## src/rtl/mspe_ram.sv

```systemverilog
`timescale 1ns / 1ps
`default_nettype none
// ----------------------------------------------------------------------------
// mspe_ram
// synchronous ram with separate read and write ports, registered read
// ----------------------------------------------------------------------------
module mspe_ram #(
    parameter int DEPTH  = 8,
    parameter int WIDTH  = 14,
    parameter int ADDR_W = 3
) (
    input  wire logic              clk,
    input  wire logic              rd_en,
    input  wire logic [ADDR_W-1:0] rd_addr,
    output logic      [WIDTH-1:0]  rd_data,
    input  wire logic              wr_en,
    input  wire logic [ADDR_W-1:0] wr_addr,
    input  wire logic [WIDTH-1:0]  wr_data
);

    logic [WIDTH-1:0] mem [DEPTH];

    always_ff @(posedge clk)
    begin
        if (wr_en)
        begin
            mem[wr_addr] <= wr_data;
        end
    end

    always_ff @(posedge clk)
    begin
        if (rd_en)
        begin
            rd_data <= mem[rd_addr];
        end
    end

endmodule
`default_nettype wire

```

## config.mk

```make
export PLATFORM = sky130hd
export DESIGN_NAME = mspe_ram
export DESIGN_NICKNAME = d
export VERILOG_FILES = /design/src/rtl/mspe_ram.sv
export SDC_FILE = /design/constraint.sdc
export NUM_CORES = 1
export LEC_CHECK = 0
export ABC_AREA = 1
export BUFFER_PORTS_ARGS = -buffer_cell sky130_fd_sc_hd__buf_2
export CORE_MARGIN = 1.5
export CORE_UTILIZATION = 41
export CTS_BUF_LIST = sky130_fd_sc_hd__clkbuf_8
export DETAILED_ROUTE_END_ITERATION = 8
export PLACE_DENSITY_LB_ADDON = 0.12
export RECOVER_POWER = 50
export SYNTH_ARGS = -nofsm -noshare
export SYNTH_HDL_FRONTEND = slang
export SYNTH_SLANG_ARGS = --single-unit
```

## constraint.sdc

```tcl
create_clock -name clk -period 1.7 [get_ports clk]
set_clock_uncertainty 0.2 [all_clocks]
set_input_delay 0.085 -clock clk [delete_from_list [all_inputs] [get_ports clk]]
set_output_delay 0.085 -clock clk [all_outputs]
set_load 0.01 [all_outputs]
```

==> results.yml, run 1 <==
worst_setup_path:
  worst_ep_arrival_time_ns: 1.49
  endpoint_kind: "flop"
  cp_common_cell: "nand2_1"
  worst-setup-path-type: "in -> reg"
  crit_chain: "dlygate4sd3_1 > buf_2 > inv_2 > buf_4 > nand2_1 > nand3_1 > nand2_1 > nand2_1 > nand2_1"
  startpoint_type: "input port"
  reg2reg_slack_ns: 0.53
  slowest_delay_ns: 0.52
  cp_max_fo: 24
  critical-path-slowest-cell: "dlygate4sd3_1"
  worst_ep_required_time_ns: 1.69
floorplanning:
  core_sq_um: 12720
  die_w_um: 117.8
  floorplan.initialDensity_pct: 42.47
  die_h_um: 117.8
  io_pins: 37
  rows: 41
  die-area_sq_um: 13870
pwr:
  peakVddDrop_mv: 0.4539
  swShare_pct: 22.36
  power_w: 0.006374
  combPwrFrac_pct: 7.3
  p_int_w: 0.004949
  seqPwrFrac_pct: 56.2
  p_per_area_nw_per_um2: 1019
  switchingPower_w: 0.001425
  clockPowerShare_pct: 36.6
  p_leak_nw: 2.784
route:
  wire_per_inst_um: 14.03
  drt-initial-drc-count: 137
  remaining_drc_errors: 0
  routed_via_density: 4.437
  num_vias: 3399
  first_pass_iters: 4
  ant_nets: 0
  routed_wl_um: 10740
cts:
  cts-buffers-inserted: 17
  clk_latency_ns: 0.44
  htreeDepth: 4
  tritoncts: "yes"
  clock_path_buffers: 2
  path_clk_slew_ns: 0.07
  cts_setup_buffers: 0
  clock_sinks: 126
  cts.root.buffer_cell: "clkbuf_8"
yosys:
  synth_seq_cells: 126
  synthCells: 515
  netlist_area_sq_um: 5403
  yosysWarningCount: 0
  synth.distinct_cells: 12
  ys_seq_area_share_pct: 70.03
  synth_nets: 538
  syn_area_per_cell_sq_um: 10.49
timing:
  setup_ws_ns: 0.2027
  rsz0062_at_grt: "no"
  fin_crit_ns: 1.497
  setup_tns_ns: 0
  period_share_pct: 88.08
  finalSetupViolCount: 0
  drv_slew: 0
  fmax_mhz: 667.9
  hold_viol: 0
  relSlewSlack_pct: 21.73
  tightest_slew_ns: 1.174
grt:
  grt_pass1_wl_um: 17150
  grt_pass1_vias: 3240
  grt.overflow.total: 0
  antenna_found_initial: 0
  grt_max_degree: 52
  grt_use_total_pct: 16.81
place:
  dpl.hpwl_um: 5790
  portBuffers: 36
  placed_area_sq_um: 5799
  place_congestion: 0.7181
  place_ws_ns: 0.3077
layout:
  n_antenna_cell: 0
  syn_to_final_growth_pct: 15.82
  drive_gt1_share_pct: 17.68
  final_core_util_pct: 49.18
  nets: 605
  filler_cell_count: 1221
  fin_area_sq_um: 6257
worst_hold_path:
  hold_path.class: "in -> reg"
outcome:
  status: "completed"
run:
  maxCapViolCount: 0
cells in the final DEF (no fill, tap or decap):
cell type,Yosys,routed
buf_12,0,2
buf_2,6,23
buf_4,2,8
bufinv_16,0,2
clkbuf_1,1,17
clkbuf_8,0,17
clkinv_1,0,6
clkinv_2,5,9
dlygate4sd3_1,0,17
edfxtp_1,126,126
inv_1,69,71
inv_2,44,44
nand2_1,188,188
nand3_1,56,56
nor2_1,8,8
layout make-up:
| class | count | area, sq um | share of cell area, % |
|---|---|---|---|
| Sequential cell | 126 | 3784 | 60.47 |
| Timing Repair Buffer | 67 | 449.2 | 7.179 |
| Clock inverter | 14 | 110.1 | 1.760 |
| Inverter | 118 | 449.2 | 7.179 |
| Multi-Input combinational cell | 252 | 1016 | 16.24 |
| Clock buffer | 17 | 234.0 | 3.739 |
| Tap cell | 172 | 215.2 | 3.439 |
worst max-delay path, delay by kind of cell:
kind                   cells  cell delay, ns
AND/OR/NAND/NOR            5            0.33
buffers and inverters      4            1.05
Yosys cell counts:
cell	n	area share, %
inv_1	69	4.8
nor2_1	8	0.56
buf_6	9	1.9
buf_2	6	0.56
clkinv_2	5	0.46
edfxtp_1	126	70
clkbuf_1	1	0.069
buf_1	1	0.069
nand2_1	188	13
inv_2	44	3.1
nand3_1	56	5.2
buf_4	2	0.28
power groups by stage:
stage / Clock (W) / Sequential [W] / Combinational, W
2_1_floorplan: 0 / 0.00366 / 0.000262
3_3_place_gp: 0 / 0.00365 / 0.000445
3_5_place_dp: 0 / 0.00365 / 0.000451
4_1_cts: 0.00240 / 0.00358 / 0.000482
5_1_grt: 0.00251 / 0.00359 / 0.000524
6_report: 0.00233 / 0.00358 / 0.000463
what timing repair did:
action / 4_1_cts / 5_1_grt
hold buffers: 17 / 0
resized for setup: 0 / 0
hold endpoints to repair: 132 / 0
routing by layer:
layer	global-route usage (%)	share of wire [%]	vias up
li1	-	-	1738
met1	21.24	48	1601
met2	27.56	47	47
met3	4.845	3.5	13
met4	6.250	1.6	0
met5	0	0	-
final timing paths:
kind	startpoint	end	cells after the start
max	rd_addr[0]	rd_data[5]$_DFFE_PP_	9
min	wr_addr[2]	mem[4][13]$_DFFE_PP_	4
max reg2reg	mem[1][5]$_DFFE_PP_	rd_data[5]$_DFFE_PP_	6
min reg2reg	mem[4][12]$_DFFE_PP_	rd_data[12]$_DFFE_PP_	6
flip-flops by register name, summed over array words and instances, names as in the netlist:
signal,count
rd_data,14
mem,112
kinds of logic (layout without fill, tap and decap cells):
family / Yosys count / in the layout / share of synthesized area [%]
and+or+nand+nor: 252 / 252 / 18.81
buffers and inverters: 137 / 216 / 11.16
DFF: 126 / 126 / 70.03
stage by stage:
stage          hold slack (ns)  cells
2_1_floorplan         -0.01613    515
3_3_place_gp            0.1491    718
3_5_place_dp            0.1637    718
4_1_cts               0.005658    766
5_1_grt                0.08716    766
6_report               0.07546    766
No activity file was read; power rests on OpenSTA's default activity.
==> inputs of run 2 (changes only) <==
--- a/config.mk
+++ b/config.mk
@@ -10,6 +10,7 @@
 export CORE_MARGIN = 1.5
 export CORE_UTILIZATION = 41
 export CTS_BUF_LIST = sky130_fd_sc_hd__clkbuf_8
+export CTS_CLUSTER_DIAMETER = 60
 export DETAILED_ROUTE_END_ITERATION = 8
 export PLACE_DENSITY_LB_ADDON = 0.12
 export RECOVER_POWER = 50
==> constraint.sdc (replaced) <==
create_clock -name clk -period 1.64 [get_ports clk]
set_clock_uncertainty 0.2 [all_clocks]
set_input_delay 0.082 -clock clk [delete_from_list [all_inputs] [get_ports clk]]
set_output_delay 0.082 -clock clk [all_outputs]
set_load 0.01 [all_outputs]
==> run 2 against run 1 <==
  * Via count rose by 0.44%
  * Routed wire length rose by 0.25%
  * Largest cell class unchanged
  * Largest power group unchanged
  * Highest routed layer unchanged
  * Global-route usage rose by 0.12 points
  * Clock-buffer cell count unchanged
  * Flip-flop and latch count unchanged
==> results.yml, run 2 (same netlist as run 1, synthesis figures left out) <==
outcome:
  status: "completed"
layout:
  nets: 606
  final_cells: 767
  mostFrequentLayoutCells: "nand2_1 (188), edfxtp_1 (126), inv_1 (71), nand3_1 (56), inv_2 (44)"
  multi_input_area_sq_um: 1016
  n_antenna_cell: 0
  reg.largest.list: "mem: 112 flops, rd_data: 14 flops"
  regArea_sq_um: 3784
  drive_gt1_share_pct: 17.65
  syn_to_final_growth_pct: 16.49
  filler_cell_count: 1207
  final_common_cell: "nand2_1"
  largest_reg_flops: 112
  regMostFlops: "mem"
timing:
  setup_tns_ns: 0
  drv_slew: 0
  tightest_slew_ns: 1.156
  hold_viol: 0
  rsz0062_at_grt: "no"
  finalSetupViolCount: 0
  period_share_pct: 88.54
  fin_crit_ns: 1.452
  holdWs_ns: 0.01501
  fmax_mhz: 688.7
  relSlewSlack_pct: 22.93
place:
  dpl.hpwl_um: 5953
  portBuffers: 36
  place_congestion: 0.7405
  dpl.cell_count: 719
floorplanning:
  io_pins: 37
  die_w_um: 117.8
  rows: 41
  core_sq_um: 12720
  floorplan.initialDensity_pct: 42.47
  die_h_um: 117.8
  die-area_sq_um: 13870
cts:
  tritoncts: "yes"
  cts_setup_buffers: 0
  post_cts_resized: 0
  clock_path_buffers: 2
  cts.root.buffer_cell: "clkbuf_8"
  path_clk_slew_ns: 0.07
  clk_latency_ns: 0.44
  postCtsHoldBufs: 17
  clock_sinks: 126
  htreeDepth: 4
  cts-buffers-inserted: 17
pwr:
  p_per_area_nw_per_um2: 1022
  p_leak_nw: 2.787
  peakVddDrop_mv: 0.4477
  seqPwrFrac_pct: 57.7
  p_int_w: 0.004982
  combPwrFrac_pct: 7.6
  power_w: 0.006434
  clockPowerShare_pct: 34.7
  swShare_pct: 22.56
  switchingPower_w: 0.001451
route:
  wire_per_inst_um: 14.04
  num_vias: 3414
  ant_nets: 0
  drt-initial-drc-count: 210
  routed_via_density: 4.451
  remaining_drc_errors: 0
  first_pass_iters: 7
  routed_wl_um: 10770
worst_hold_path:
  hp-start: "wr_addr[2]"
  min_to: "mem[4][13]$_DFFE_PP_"
  hold_path.class: "in -> reg"
  hold_depth: 4
grt:
  grt_max_degree: 34
  grt.overflow.total: 0
  grt_pass1_wl_um: 17440
  antenna_found_initial: 0
  grt_pass1_vias: 3293
  grt_use_total_pct: 16.94
worst_setup_path:
  rr_startpoint: "mem[6][1]$_DFFE_PP_"
  cp_max_fo: 32
  cp_common_cell: "nand2_1"
  worst_ep_arrival_time_ns: 1.45
  startpoint_type: "input port"
  crit_chain: "dlygate4sd3_1 > buf_2 > inv_2 > buf_12 > nand2_1 > nand3_1 > nand2_1 > nand2_1 > nand2_1"
  worstRegToRegCells: 6
  critical-path-slowest-cell: "dlygate4sd3_1"
  worst-setup-path-type: "in -> reg"
  endpoint_kind: "flop"
  worst_ep_required_time_ns: 1.64
  slowest_delay_ns: 0.54
  r2r-end: "rd_data[1]$_DFFE_PP_"
  reg2reg_slack_ns: 0.47
run:
  maxCapViolCount: 0
-- run 2: cell count changes in the layout (fill, tap and decap cells not counted), sizes merged --
cell      before  now
clkinvlp       0    1
buf           33   34
bufinv         2    1
-- run 2: through the flow --
step | utilization, % | cell area [sq um] | setup WS (ns)
global placement | 46.04 | 5857 | 0.2797
global route | 49.47 | 6294 | 0.09349
detailed placement | 46.04 | 5857 | 0.2772
CTS | 49.89 | 6347 | 0.2235
floorplan | - | 5403 | 0.2212
finish | 49.47 | 6294 | 0.1880
-- run 2: cell type report --
cell class	instances	area share (%)
Clock buffer	17	3.718
Clock inverter	14	1.372
Inverter	118	7.137
Multi-Input combinational cell	252	16.14
Sequential cell	126	60.12
Tap cell	172	3.419
Timing Repair Buffer	68	8.091
-- run 2: worst max-delay path by stage --
stage | start | endpoint | slack (ns) | depth (start not counted)
final | rd_addr[0] | rd_data[10]$_DFFE_PP_ | 0.19 | 9
after global routing | rd_addr[0] | rd_data[10]$_DFFE_PP_ | 0.09 | 9
after CTS | rd_addr[0] | rd_data[1]$_DFFE_PP_ | 0.22 | 9
after detailed placement | rd_addr[1] | rd_data[1]$_DFFE_PP_ | 0.28 | 6
after global placement | rd_addr[1] | rd_data[1]$_DFFE_PP_ | 0.28 | 6
after floorplan | wr_addr[0] | mem[0][0]$_DFFE_PP_ | 0.22 | 3
-- run 2: worst max-delay path, delay by kind of cell --
kind	cells	cell delay (ns)
AND/OR/NAND/NOR	5	0.31
buffers and inverters	4	1.04
-- run 2: metal layers --
metal / GRT usage [%] / vias up / routed length [um]
li1: - / 1740 / -
met1: 22.15 / 1605 / 5101
met2: 27.38 / 57 / 5156
met3: 4.167 / 12 / 356
met4: 6.402 / 0 / 157
met5: 0 / - / 0
-- run 2: power by group through the flow --
stage               clock network [W]  logic, W  registers [W]
finish                        0.00223  0.000491        0.00371
global route                  0.00244  0.000561        0.00372
CTS                           0.00230  0.000510        0.00371
detailed placement                  0  0.000478        0.00378
global placement                    0  0.000475        0.00378
floorplan                           0  0.000272        0.00379
==> inputs of run 3 (changes only) <==
--- a/config.mk
+++ b/config.mk
@@ -12,8 +12,10 @@
 export CTS_BUF_LIST = sky130_fd_sc_hd__clkbuf_8
 export CTS_CLUSTER_DIAMETER = 60
 export DETAILED_ROUTE_END_ITERATION = 8
+export MAX_ROUTING_LAYER = met4
 export PLACE_DENSITY_LB_ADDON = 0.12
 export RECOVER_POWER = 50
+export SLEW_MARGIN = 20
 export SYNTH_ARGS = -nofsm -noshare
 export SYNTH_HDL_FRONTEND = slang
 export SYNTH_SLANG_ARGS = --single-unit
==> run 3 against run 2 <==
  * Routed wire length about the same
  * Global-route usage up 0.51 points
  * Sequential share of layout area unchanged
  * Non-clock buffer count unchanged
  * Register-to-register slack about the same
  * Maximum frequency down 0.39%
  * Highest routed layer unchanged
==> results.yml, run 3 (same netlist as run 1, synthesis figures left out) <==
timing:
  setup_ws_ns: 0.1824
  fin_crit_ns: 1.458
  holdWs_ns: 0.02269
  drv_slew: 0
  rsz0062_at_grt: "no"
  period_share_pct: 88.88
  relSlewSlack_pct: 23.31
  fmax_mhz: 686.0
  setup_tns_ns: 0
  tightest_slew_ns: 1.150
  finalSetupViolCount: 0
  hold_viol: 0
grt:
  grt_pass1_wl_um: 17460
  grt.overflow.total: 0
  grt_max_degree: 34
  antenna_found_initial: 0
  grt_pass1_vias: 3286
  grt_use_total_pct: 17.45
pwr:
  seqPwrFrac_pct: 57.8
  power_w: 0.006423
  swShare_pct: 22.42
  clockPowerShare_pct: 34.6
  p_int_w: 0.004983
  peakVddDrop_mv: 0.4460
  p_per_area_nw_per_um2: 1021
  p_leak_nw: 2.787
  combPwrFrac_pct: 7.6
  switchingPower_w: 0.001440
cts:
  path_clk_slew_ns: 0.07
  cts.root.buffer_cell: "clkbuf_8"
  postCtsHoldBufs: 17
  htreeDepth: 4
  cts_setup_buffers: 0
  clock_path_buffers: 2
  tritoncts: "yes"
  clock_sinks: 126
  post_cts_resized: 0
  clk_latency_ns: 0.43
  cts-buffers-inserted: 17
route:
  wire_per_inst_um: 14.05
  routed_via_density: 4.438
  ant_nets: 0
  remaining_drc_errors: 0
  drt-initial-drc-count: 204
  num_vias: 3404
  routed_wl_um: 10770
  first_pass_iters: 4
worst_setup_path:
  crit_chain: "dlygate4sd3_1 > buf_2 > inv_2 > buf_12 > nand2_1 > nand3_1 > nand2_1 > nand2_1 > nand2_1"
  rr_startpoint: "mem[6][1]$_DFFE_PP_"
  worst-setup-path-type: "in -> reg"
  crit_family: "buffers and inverters"
  worst_ep_arrival_time_ns: 1.44
  endpoint_kind: "flop"
  critPathBufInv: 4
  slowest_delay_ns: 0.54
  critical-path-slowest-cell: "dlygate4sd3_1"
  cp_common_cell: "nand2_1"
  startpoint_type: "input port"
  cp-startpoint: "rd_addr[0]"
  worst_ep_required_time_ns: 1.63
  cp_max_fo: 32
place:
  portBuffers: 36
  place_ws_ns: 0.2772
  place_congestion: 0.7497
  placed_area_sq_um: 5857
  dpl.hpwl_um: 5953
layout:
  filler_cell_count: 1207
  n_antenna_cell: 0
  syn_to_final_growth_pct: 16.49
  reg.largest.list: "mem: 112 flops, rd_data: 14 flops"
  largest_reg_flops: 112
  fin_area_sq_um: 6294
  final_common_cell: "nand2_1"
  drive_gt1_share_pct: 17.65
  regArea_sq_um: 3784
  nets: 606
  multi_input_area_sq_um: 1016
  mostFrequentLayoutCells: "nand2_1 (188), edfxtp_1 (126), inv_1 (71), nand3_1 (56), inv_2 (44)"
  regMostFlops: "mem"
floorplanning:
  floorplan.initialDensity_pct: 42.47
  core_sq_um: 12720
  rows: 41
  die_w_um: 117.8
  die_h_um: 117.8
  io_pins: 37
  die-area_sq_um: 13870
worst_hold_path:
  hold_path.class: "in -> reg"
  hp-start: "wr_addr[2]"
run:
  maxCapViolCount: 0
outcome:
  status: "completed"
==> run 3: cell counts in the layout (fill, tap and decap cells not counted) <==
Identical to the previous run, type by type.
==> run 3: final cells by class <==
type	instances	share of cell area, %
multi-input combinational	252	16.14
timing repair buffer	68	8.091
sequential	126	60.12
clock inverter	14	1.372
inverter	118	7.137
tap	172	3.419
clock buffer	17	3.718
==> run 3: layer usage <==
layer	wire (um)	GRT usage (%)
met4	91	6.402
met3	418	4.167
met1	5056	22.19
met2	5207	27.38
met5	0	-
==> run 3: worst paths after layout <==
path / endpoint / slack [ns] / depth (start not counted)
setup reg to reg: rd_data[1]$_DFFE_PP_ / 0.47 / 6
hold reg to reg: rd_data[4]$_DFFE_PP_ / 0.50 / 6
hold / removal: mem[4][13]$_DFFE_PP_ / 0.02 / 4
setup / recovery: rd_data[10]$_DFFE_PP_ / 0.18 / 9
==> run 3: per-stage QoR <==
stage / std cells / utilization, %
final: 767 / 49.47
after CTS: 767 / 49.89
after floorplan: 515 / -
after global routing: 767 / 49.47
after detailed placement: 719 / 46.04
after global placement: 719 / 46.04
==> run 3: worst reg2reg max path: cells and delay by family (launching register included) <==
kind          cells  cell delay (ns)
simple gates      5             0.27
buf+inv           1             0.06
flops             1             0.39
==> run 3: power by group through the flow <==
stage	combinational, W	clock [W]	sequential, W
after global routing	0.000561	0.00244	0.00372
final	0.000490	0.00222	0.00371
after floorplan	0.000272	0	0.00379
after detailed placement	0.000478	0	0.00378
after CTS	0.000510	0.00230	0.00371
after global placement	0.000475	0	0.00378
